### src/rtl/tocg_pkg.sv
// Shared types, opcodes and font tables for the text overlay character generator.
// Depends on nothing; every other file imports it.

package tocg_pkg;

	localparam logic [1:0] OP_CLEAR = 2'd0;
	localparam logic [1:0] OP_WRITE = 2'd1;
	localparam logic [1:0] OP_READ  = 2'd2;

	localparam int CELL_W    = 6;
	localparam int CELL_H    = 8;
	localparam int GLYPH_W   = 5;
	localparam int GLYPH_H   = 7;
	localparam int FONT_SIZE = 42;

	localparam logic [5:0] NO_GLYPH = 6'd42;
	localparam logic [7:0] LIT      = 8'hFF;
	localparam logic [7:0] DARK     = 8'h00;

	typedef logic [5:0]  glyph_idx_t;
	typedef logic [6:0]  glyph_col_t;
	typedef logic [34:0] glyph_bits_t;

	typedef struct packed {
		logic clear;
		logic write;
		logic erase;
		logic read;
	} mem_cmd_t;

	function automatic glyph_idx_t glyph_index(input logic [7:0] code);
		logic [7:0] c;
		glyph_idx_t idx;
		c = code;
		if (c >= 8'h61 && c <= 8'h7A)
			c = c - 8'h20;
		idx = NO_GLYPH;
		if (c == 8'h20)
			idx = 6'd0;
		else if (c >= 8'h30 && c <= 8'h39)
			idx = 6'(c - 8'h30 + 8'd1);
		else if (c >= 8'h41 && c <= 8'h5A)
			idx = 6'(c - 8'h41 + 8'd11);
		else if (c == 8'h3A)
			idx = 6'd37;
		else if (c == 8'h2F)
			idx = 6'd38;
		else if (c == 8'h2E)
			idx = 6'd39;
		else if (c == 8'h2D)
			idx = 6'd40;
		else if (c == 8'h25)
			idx = 6'd41;
		return idx;
	endfunction

	// Left column in the top bits; bit 0 of a column is the top pixel row.
	function automatic glyph_bits_t font_bits(input glyph_idx_t idx);
		glyph_bits_t g;
		unique case (idx)
			6'd0:  g = {7'h00, 7'h00, 7'h00, 7'h00, 7'h00};
			6'd1:  g = {7'h3E, 7'h51, 7'h49, 7'h45, 7'h3E};
			6'd2:  g = {7'h00, 7'h42, 7'h7F, 7'h40, 7'h00};
			6'd3:  g = {7'h42, 7'h61, 7'h51, 7'h49, 7'h46};
			6'd4:  g = {7'h21, 7'h41, 7'h45, 7'h4B, 7'h31};
			6'd5:  g = {7'h18, 7'h14, 7'h12, 7'h7F, 7'h10};
			6'd6:  g = {7'h27, 7'h45, 7'h45, 7'h45, 7'h39};
			6'd7:  g = {7'h3C, 7'h4A, 7'h49, 7'h49, 7'h30};
			6'd8:  g = {7'h01, 7'h71, 7'h09, 7'h05, 7'h03};
			6'd9:  g = {7'h36, 7'h49, 7'h49, 7'h49, 7'h36};
			6'd10: g = {7'h06, 7'h49, 7'h49, 7'h29, 7'h1E};
			6'd11: g = {7'h7E, 7'h11, 7'h11, 7'h11, 7'h7E};
			6'd12: g = {7'h7F, 7'h49, 7'h49, 7'h49, 7'h36};
			6'd13: g = {7'h3E, 7'h41, 7'h41, 7'h41, 7'h22};
			6'd14: g = {7'h7F, 7'h41, 7'h41, 7'h22, 7'h1C};
			6'd15: g = {7'h7F, 7'h49, 7'h49, 7'h49, 7'h41};
			6'd16: g = {7'h7F, 7'h09, 7'h09, 7'h09, 7'h01};
			6'd17: g = {7'h3E, 7'h41, 7'h49, 7'h49, 7'h7A};
			6'd18: g = {7'h7F, 7'h08, 7'h08, 7'h08, 7'h7F};
			6'd19: g = {7'h00, 7'h41, 7'h7F, 7'h41, 7'h00};
			6'd20: g = {7'h20, 7'h40, 7'h41, 7'h3F, 7'h01};
			6'd21: g = {7'h7F, 7'h08, 7'h14, 7'h22, 7'h41};
			6'd22: g = {7'h7F, 7'h40, 7'h40, 7'h40, 7'h40};
			6'd23: g = {7'h7F, 7'h02, 7'h0C, 7'h02, 7'h7F};
			6'd24: g = {7'h7F, 7'h04, 7'h08, 7'h10, 7'h7F};
			6'd25: g = {7'h3E, 7'h41, 7'h41, 7'h41, 7'h3E};
			6'd26: g = {7'h7F, 7'h09, 7'h09, 7'h09, 7'h06};
			6'd27: g = {7'h3E, 7'h41, 7'h51, 7'h21, 7'h5E};
			6'd28: g = {7'h7F, 7'h09, 7'h19, 7'h29, 7'h46};
			6'd29: g = {7'h46, 7'h49, 7'h49, 7'h49, 7'h31};
			6'd30: g = {7'h01, 7'h01, 7'h7F, 7'h01, 7'h01};
			6'd31: g = {7'h3F, 7'h40, 7'h40, 7'h40, 7'h3F};
			6'd32: g = {7'h1F, 7'h20, 7'h40, 7'h20, 7'h1F};
			6'd33: g = {7'h3F, 7'h40, 7'h38, 7'h40, 7'h3F};
			6'd34: g = {7'h63, 7'h14, 7'h08, 7'h14, 7'h63};
			6'd35: g = {7'h07, 7'h08, 7'h70, 7'h08, 7'h07};
			6'd36: g = {7'h61, 7'h51, 7'h49, 7'h45, 7'h43};
			6'd37: g = {7'h00, 7'h36, 7'h36, 7'h00, 7'h00};
			6'd38: g = {7'h20, 7'h10, 7'h08, 7'h04, 7'h02};
			6'd39: g = {7'h00, 7'h60, 7'h60, 7'h00, 7'h00};
			6'd40: g = {7'h08, 7'h08, 7'h08, 7'h08, 7'h08};
			6'd41: g = {7'h23, 7'h13, 7'h08, 7'h64, 7'h62};
			default: g = '0;
		endcase
		return g;
	endfunction

	function automatic glyph_col_t font_column(input glyph_idx_t idx, input logic [2:0] gx);
		glyph_bits_t g;
		glyph_col_t col;
		g = font_bits(idx);
		unique case (gx)
			3'd0: col = g[34:28];
			3'd1: col = g[27:21];
			3'd2: col = g[20:14];
			3'd3: col = g[13:7];
			3'd4: col = g[6:0];
			default: col = '0;
		endcase
		return col;
	endfunction

endpackage

### src/rtl/tocg_cell_mem.sv
// Cell store: glyph index memory with registered read, plus per-cell valid flags.
// Depends on tocg_pkg for the command struct and glyph index type.

module tocg_cell_mem import tocg_pkg::*; #(
	parameter int CELLS  = 240,
	parameter int ADDR_W = 8
) (
	input  logic              clk,
	input  logic              arst_n,
	input  logic              en,
	input  mem_cmd_t          cmd,
	input  logic [ADDR_W-1:0] addr,
	input  glyph_idx_t        wr_glyph,
	output glyph_idx_t        rd_glyph_s2,
	output logic              rd_valid_s2
);

	glyph_idx_t       glyph_mem [CELLS];
	logic [CELLS-1:0] valid_q;

	always_ff @(posedge clk) begin
		if (en) begin
			if (cmd.write)
				glyph_mem[addr] <= wr_glyph;
			rd_glyph_s2 <= glyph_mem[addr];
		end
	end

	always_ff @(posedge clk or negedge arst_n) begin
		if (!arst_n) begin
			valid_q <= '0;
		end else if (en) begin
			if (cmd.clear)
				valid_q <= '0;
			else if (cmd.write)
				valid_q[addr] <= 1'b1;
			else if (cmd.erase)
				valid_q[addr] <= 1'b0;
		end
	end

	always_ff @(posedge clk) begin
		if (en)
			rd_valid_s2 <= valid_q[addr];
	end

endmodule

### src/rtl/tocg_pixel.sv
// Pixel stage: font ROM lookup on the fetched glyph and the result output register.
// Depends on tocg_pkg for the font tables.

module tocg_pixel import tocg_pkg::*; (
	input  logic       clk,
	input  logic       arst_n,
	input  logic       en,
	input  logic       rd_s2,
	input  logic       pix_ok_s2,
	input  logic [2:0] gx_s2,
	input  logic [2:0] gy_s2,
	input  glyph_idx_t rd_glyph_s2,
	input  logic       rd_valid_s2,
	output logic       result_valid,
	output logic [7:0] coverage
);

	glyph_col_t col;
	logic       lit;
	logic       result_valid_q;
	logic [7:0] coverage_q;

	assign col = font_column(rd_glyph_s2, gx_s2);
	assign lit = pix_ok_s2 && rd_valid_s2 && col[gy_s2];

	always_ff @(posedge clk or negedge arst_n) begin
		if (!arst_n)
			result_valid_q <= 1'b0;
		else if (en)
			result_valid_q <= rd_s2;
	end

	always_ff @(posedge clk) begin
		if (en)
			coverage_q <= lit ? LIT : DARK;
	end

	assign result_valid = result_valid_q;
	assign coverage     = coverage_q;

endmodule

### src/rtl/text_overlay_character_generator.sv
// Top level of the text overlay character generator: decode, cell store and pixel stage.
// Depends on tocg_pkg, tocg_cell_mem and tocg_pixel.
//
//  channel   direction  handshake                   payload
//  item      in         item_valid / item_stall     opcode char_code cell_row cell_column
//                                                   pixel_x pixel_y
//  result    out        result_valid / result_stall coverage
//
// One item enters per cycle while item_stall is low; a read's result is presented once it
// has passed the decode register (loaded at the transfer), then the cell memory read
// port, then the output register.
// Reads and writes of the same cell are ordered by the single memory access stage.
// Reset clears every cell at once; no item is refused after reset.
// A stalled result freezes the whole pipeline and raises item_stall.

module text_overlay_character_generator import tocg_pkg::*; #(
	parameter int TEXT_COLUMNS = 40,
	parameter int TEXT_ROWS    = 6
) (
	input  logic       clk,
	input  logic       arst_n,
	input  logic       item_valid,
	output logic       item_stall,
	input  logic [1:0] opcode,
	input  logic [7:0] char_code,
	input  logic [2:0] cell_row,
	input  logic [5:0] cell_column,
	input  logic [7:0] pixel_x,
	input  logic [5:0] pixel_y,
	output logic       result_valid,
	input  logic       result_stall,
	output logic [7:0] coverage
);

	localparam int CELLS  = TEXT_ROWS * TEXT_COLUMNS;
	localparam int ADDR_W = (CELLS > 1) ? $clog2(CELLS) : 1;

	logic              en;
	logic [15:0]       x_prod;
	logic [5:0]        x_col;
	logic [2:0]        gx;
	logic              pix_ok;
	logic              cell_ok;
	glyph_idx_t        wr_glyph;
	logic              known;
	logic [ADDR_W-1:0] addr;
	mem_cmd_t          cmd;

	mem_cmd_t          cmd_s1;
	logic [ADDR_W-1:0] addr_s1;
	glyph_idx_t        glyph_s1;
	logic              pix_ok_s1;
	logic [2:0]        gx_s1;
	logic [2:0]        gy_s1;

	logic              rd_s2;
	logic              pix_ok_s2;
	logic [2:0]        gx_s2;
	logic [2:0]        gy_s2;
	glyph_idx_t        rd_glyph_s2;
	logic              rd_valid_s2;

	assign en         = !(result_valid && result_stall);
	assign item_stall = !en;

	// x / 6 by reciprocal, exact over the 8-bit range
	assign x_prod = 16'(pixel_x) * 16'd171;
	assign x_col  = x_prod[15:10];
	assign gx     = 3'(pixel_x - 8'(x_col) * 8'd6);

	assign pix_ok = (int'(pixel_x) < CELL_W * TEXT_COLUMNS) &&
	                (int'(pixel_y) < CELL_H * TEXT_ROWS) &&
	                (int'(gx) < GLYPH_W) && (int'(pixel_y[2:0]) < GLYPH_H);

	assign cell_ok  = (int'(cell_row) < TEXT_ROWS) && (int'(cell_column) < TEXT_COLUMNS);
	assign wr_glyph = glyph_index(char_code);
	assign known    = (wr_glyph != NO_GLYPH);

	always_comb begin
		if (opcode == OP_READ)
			addr = ADDR_W'(int'(pixel_y[5:3]) * TEXT_COLUMNS + int'(x_col));
		else
			addr = ADDR_W'(int'(cell_row) * TEXT_COLUMNS + int'(cell_column));
	end

	always_comb begin
		cmd = '0;
		if (item_valid) begin
			cmd.clear = (opcode == OP_CLEAR);
			cmd.write = (opcode == OP_WRITE) && cell_ok && known;
			cmd.erase = (opcode == OP_WRITE) && cell_ok && !known;
			cmd.read  = (opcode == OP_READ);
		end
	end

	always_ff @(posedge clk or negedge arst_n) begin
		if (!arst_n) begin
			cmd_s1 <= '0;
			rd_s2  <= 1'b0;
		end else if (en) begin
			cmd_s1 <= cmd;
			rd_s2  <= cmd_s1.read;
		end
	end

	always_ff @(posedge clk) begin
		if (en) begin
			addr_s1   <= addr;
			glyph_s1  <= wr_glyph;
			pix_ok_s1 <= pix_ok;
			gx_s1     <= gx;
			gy_s1     <= pixel_y[2:0];
			pix_ok_s2 <= pix_ok_s1;
			gx_s2     <= gx_s1;
			gy_s2     <= gy_s1;
		end
	end

	tocg_cell_mem #(
		.CELLS  (CELLS),
		.ADDR_W (ADDR_W)
	) u_cell_mem (
		.clk         (clk),
		.arst_n      (arst_n),
		.en          (en),
		.cmd         (cmd_s1),
		.addr        (addr_s1),
		.wr_glyph    (glyph_s1),
		.rd_glyph_s2 (rd_glyph_s2),
		.rd_valid_s2 (rd_valid_s2)
	);

	tocg_pixel u_pixel (
		.clk          (clk),
		.arst_n       (arst_n),
		.en           (en),
		.rd_s2        (rd_s2),
		.pix_ok_s2    (pix_ok_s2),
		.gx_s2        (gx_s2),
		.gy_s2        (gy_s2),
		.rd_glyph_s2  (rd_glyph_s2),
		.rd_valid_s2  (rd_valid_s2),
		.result_valid (result_valid),
		.coverage     (coverage)
	);

endmodule

### config.mk
export PLATFORM = sky130hd
export DESIGN_NAME = text_overlay_character_generator
export DESIGN_NICKNAME = d
export VERILOG_FILES = /design/src/rtl/tocg_pkg.sv /design/src/rtl/tocg_cell_mem.sv /design/src/rtl/tocg_pixel.sv /design/src/rtl/text_overlay_character_generator.sv
export SDC_FILE = /design/constraint.sdc
export NUM_CORES = 2
export LEC_CHECK = 0
export ABC_CLOCK_PERIOD_IN_PS = 4200
export BUFFER_PORTS_ARGS = -buffer_cell sky130_fd_sc_hd__buf_2
export CORE_AREA = 10 10 524 372
export DETAILED_ROUTE_END_ITERATION = 10
export DIE_AREA = 0 0 534 382
export PLACE_DENSITY_LB_ADDON = 0.05
export SLEW_MARGIN = 25
export SYNTH_ARGS = -nofsm -noshare
export SYNTH_HDL_FRONTEND = slang
export SYNTH_SLANG_ARGS = --single-unit
### constraint.sdc
create_clock -name clk -period 4.2 [get_ports clk]
set_input_delay 0.84 -clock clk [delete_from_list [all_inputs] [get_ports clk]]
set_output_delay 0.84 -clock clk [all_outputs]
set_load 0.1 [all_outputs]
==> results <==
- The number of antenna violations at the first check in global routing came to 16.
- Clock tree synthesis found a total of 1,722 sinks.
- The count of buffering cells on the critical path with inverters included is 3.
- The count of final max-slew check failures is 0.
- between 40 and 50 I/O pins were placed.
- Dividing the detail-routed via count by the number of cells gives approximately 5.8.
- The net count of the finished layout is between 4k and 5k.
- Once routing completed, OpenROAD measured the worst setup slack at -139 ps.
- The weighted congestion at the end of routability-driven global placement is around 0.87.
- The run finished, with violations left.
- Buffers placed on the I/O ports in this run total 46.
- The share of the Yosys chip area taken by registers is between 60% and 70%.
- The overall die width is ~530 um.
- The row count is between 100 and 150.
- Routed signal wires occupy layers up through met5.
- After technology mapping, the gate count stands at between 4k and 5k.
- The antenna violation net count after detailed routing is 0.
- The first-iteration detailed-routing DRC count is around 5.0k.
- The number of nets handed over by synthesis was between 4k and 5k.
- The critical path start-end classification is input pin to flop.
- The synthesized cell area is between 70,000 and 80,000 um2.
- Summed over all nets, the half-perimeter wirelength after detailed placement is about 150,000 um.
- Ranked by instance count, the synthesized netlist is headed by 1,476 x sky130_fd_sc_hd__edfxtp_1, 540 x sky130_fd_sc_hd__nor2_1, 480 x sky130_fd_sc_hd__mux4_2.
- The fraction of layout cells with a size suffix above 1 is about a quarter.
- By area the synthesized netlist is led by sky130_fd_sc_hd__edfxtp_1 60%, sky130_fd_sc_hd__mux4_2 15%, sky130_fd_sc_hd__dfrtp_1 8.4%, sky130_fd_sc_hd__nor2_1 2.8%, sky130_fd_sc_hd__a21oi_1 2.1%.
- The number of global-route vias before repair is 42.8k.
- The layout-stage area growth over the synthesis result is 15.3%.
- The peak ir drop on the vdd network is roughly 430 uV.
- Clock tree synthesis selected as its root buffer the cell sky130_fd_sc_hd__clkbuf_16.
- Global routing consumed, over all layers together, a little over a fifth of the routing resources.
- The TritonCTS clock tree is yes.
- Traced cell by cell, the critical path runs through buf_8 -> ha_4 -> fa_1 -> fa_1 -> inv_1 -> fa_1 -> inv_2 -> ha_4 -> o21ai_2 -> nand2b_1 -> nand4_1 -> o221a_4 -> or2_4 -> xnor2_2 -> ha_2 -> fa_2 -> a21oi_2 -> nor2b_1 -> xnor2_1 -> o21ai_1.
- The total number of yosys warnings is 0.
- The clock latency on the worst-skew pair is roughly 810 ps.
- The number of iterations in the first detailed-routing pass is 5.
- The die area is between 200,000 and 250,000 um2.
- The clock-pin slew on the worst setup and hold paths is 70 ps.
- For this run, the slowest stage of the critical path takes around 500 ps.
- The smallest clock period supported by the final layout is computed as approximately 4300 ps.
- Clock skew on the completed layout was measured at about 45 ps.
- Setup repair after global routing could not meet its margin everywhere.
- Counting flops with a built-in enable in the synthesized netlist gives about 1.5k.
- The maximum clock frequency is between 200 and 250 MHz.
- Measured against its own limit, the worst slew margin works out to between 20% and 30%.
- The unique cell type count in the Yosys netlist is 70.
- The hold violation total from the final report is 0.
- The slowest library cell on the worst path is sky130_fd_sc_hd__fa_1.
- The cell family with the largest share of critical-path delay is adder cells.
- In this run, CTS created clock tree buffers numbering between 150 and 200.
- In this run, synthesis produced a sequential element count of 1,722.
- The routed layout has between 40k and 50k vias.
- Entering global routing, the biggest net connects between 150 and 200 pins.
- The most numerous cell on the critical path is sky130_fd_sc_hd__fa_1.
- The routed design uses between 90,000 and 100,000 um of met2 wire.
- Total power for the finished layout comes to 47.3 mW.
- For this block, the routed nets add up to 227,000 um of wire.
- The core area is between 150,000 and 200,000 um2.
- The critical path capture point type is a flop.
- The analysis attributes to cell leakage a power of 27.7 nW.
- Setup violations remaining at the end of the flow were counted as 4.
- Summed over all layers, the global routing overflow is 0.
- For the pin with the worst max-slew slack, the measured transition is 1050 ps.
- The maximum level of the CTS H-tree is 4.
- After detailed routing, the wire length on met1 is approximately 110,000 um.
- Of all nets on the critical path, the largest fanout is 2.
- The remaining routing DRC violations is 0.
- The die is roughly 380 um tall.
- In the post-synthesis netlist, the cell with the most instances is sky130_fd_sc_hd__edfxtp_1.
- The worst min-delay path category is input pin to flop.
- At the placement stage, the worst setup path has a slack of -1200 ps.
- After detailed routing, the average wire length per cell comes to 30.9 um.
- The checks that failed: setup timing.
- The data arrival time of the worst path is around 4900 ps.
- The first-pass GRT wire length is between 300,000 and 400,000 um.
- Counting flops with an async set or reset pin after synthesis yields a share of 14.3%.
- The leading register cell type out of synthesis is sky130_fd_sc_hd__edfxtp_1.
- The detailed-routed wire length on met3 is 17,800 um.
- Summed over all instances, the cell type with the most area after synthesis is sky130_fd_sc_hd__edfxtp_1.
- The nature of the critical path startpoint is an input pin.
- Dividing the final minimum period by the clock period gives 103%.
- For this configuration, the core starts out at a cell density of around 40%.
- Summed over its instances, the top area cell type makes up 60.4% of the synthesized netlist area.
- The deepest clock path buffer count is 3.
- In this run the power density over the cells is 558 nW/um2.
- At the worst endpoint, the required time is between 4000 and 5000 ps.
- The number of fillers in the final layout is 16.0k.
- The number of maximum-capacitance violations is 0.
- The post-synthesis area per instance is about 17 um2.
[cell usage in the layout (no fill, tap or decap), types with 10 or more instances in the layout]
cell,netlist,final
sky130_fd_sc_hd__clkinv_2,0,20
sky130_fd_sc_hd__nand2b_1,25,25
sky130_fd_sc_hd__mux2i_1,49,49
sky130_fd_sc_hd__o32ai_1,10,10
sky130_fd_sc_hd__nor2_1,540,530
sky130_fd_sc_hd__a21oi_1,301,296
sky130_fd_sc_hd__a21o_1,11,11
sky130_fd_sc_hd__bufinv_16,0,12
sky130_fd_sc_hd__a22o_1,15,15
sky130_fd_sc_hd__nor2b_1,27,25
sky130_fd_sc_hd__inv_1,54,53
sky130_fd_sc_hd__nor3_2,0,10
sky130_fd_sc_hd__a221oi_1,18,18
sky130_fd_sc_hd__nand3_1,25,21
sky130_fd_sc_hd__clkbuf_1,207,51
sky130_fd_sc_hd__mux4_2,480,480
sky130_fd_sc_hd__buf_4,22,366
sky130_fd_sc_hd__o21ai_0,54,50
sky130_fd_sc_hd__clkinv_1,1,25
sky130_fd_sc_hd__buf_2,62,43
sky130_fd_sc_hd__nor3_1,276,266
sky130_fd_sc_hd__o22ai_1,17,17
sky130_fd_sc_hd__dfrtp_1,246,246
sky130_fd_sc_hd__buf_12,1,49
sky130_fd_sc_hd__fa_1,14,13
sky130_fd_sc_hd__nand2_1,129,116
sky130_fd_sc_hd__ha_1,73,68
sky130_fd_sc_hd__xor2_1,12,11
sky130_fd_sc_hd__edfxtp_1,1476,1476
sky130_fd_sc_hd__a211oi_1,20,20
sky130_fd_sc_hd__o211ai_1,12,12
sky130_fd_sc_hd__nand2_2,0,10
sky130_fd_sc_hd__clkbuf_16,0,174
sky130_fd_sc_hd__a31oi_1,10,10
sky130_fd_sc_hd__a22oi_1,37,37
[layout make-up]
class	count	area, um2	share of cell area, %
sequential	1722	50500	59.6
multi-input combinational	2314	21500	25.4
clock buffer	231	4630	5.47
timing repair buffer	464	4030	4.76
tap	2479	3100	3.66
clock inverter	74	709	0.838
inverter	55	206	0.244
antenna	1	2.50	0.00296
[stage by stage]
| stage | hold slack, ps | utilization [%] | cells | TNS, ps | cell area [um2] |
|---|---|---|---|---|---|
| 2_1_floorplan | 400 | - | 4424 | -3880 | 73500 |
| 3_3_place_gp | 401 | 42.9 | 7023 | -8060 | 79100 |
| 3_5_place_dp | 405 | 42.9 | 7024 | -7850 | 79200 |
| 4_1_cts | 162 | 45.9 | 7337 | -86.8 | 84600 |
| 5_1_grt | 194 | 45.9 | 7339 | -1020 | 84700 |
| 6_report | 227 | 45.9 | 7340 | -321 | 84700 |
[layer usage]
layer | vias up | track usage (%)
li1 | 18100 | -
met1 | 22800 | 34.4
met2 | 1657 | 31.4
met3 | 227 | 4.69
met4 | 2 | 4.14
met5 | - | 0
[kinds of logic after synthesis]
| logic type | share of synthesized area (%) |
|---|---|
| AO/OA/AOI/OAI | 4.85 |
| multiplexers | 15.5 |
| buffers and inverters | 2.42 |
| XOR/XNOR | 0.274 |
| adder cells (fa/ha/maj) | 1.63 |
| AND/OR/NAND/NOR | 6.53 |
| flip-flops | 68.8 |
[repair_timing]
item / in CTS / in global routing
setup buffers: 7 / 2
hold buffers: 1 / 0
pin swaps: 12 / 4
resized for setup: 12 / 6
setup endpoints to repair: 4 / 7
endpoints found under the hold margin: 57 / 0
[final timing paths]
| path | start | slack (ps) | cells past startpoint | end |
|---|---|---|---|---|
| max reg2reg | addr_s1[0]$_DFFE_PN_ | 60 | 8 | u_cell_mem.rd_glyph_s2[3]$_DFFE_PN_ |
| min in group asynchronous | arst_n | 580 | 2 | u_cell_mem.valid_q[232]$_DFFE_PN0P_ |
| max | pixel_x[1] | -140 | 20 | addr_s1[7]$_DFFE_PN_ |
| min reg2reg | gx_s1[1]$_DFFE_PN_ | 420 | 0 | gx_s2[1]$_DFFE_PN_ |
| max in group asynchronous | arst_n | 2560 | 3 | u_cell_mem.valid_q[217]$_DFFE_PN0P_ |
| min | pixel_y[1] | 230 | 1 | gy_s1[1]$_DFFE_PN_ |
[state kept, by name, summed over array words and instances (netlist names)]
name,cells
glyph_s1,6
pix_ok_s2,1
u_pixel.coverage,1
u_cell_mem.rd_glyph_s2,6
addr_s1,8
gx_s2,3
u_cell_mem.valid_q,240
u_cell_mem.glyph_mem,1440
cmd_s1,4
u_cell_mem.rd_valid_s2,1
u_pixel.result_valid,1
rd_s2,1
gy_s2,3
gy_s1,3
gx_s1,3
pix_ok_s1,1
[where the power goes]
part / leakage, nW / internal (mW) / switching, mW / total (mW)
clock network: 2.59 / 8.45 / 6.60 / 15.1
logic: 8.73 / 5.09 / 7.87 / 13.0
registers: 16.4 / 19.0 / 0.283 / 19.2
total: 27.7 / 32.5 / 14.8 / 47.3
(Power assumes the default switching activity.)
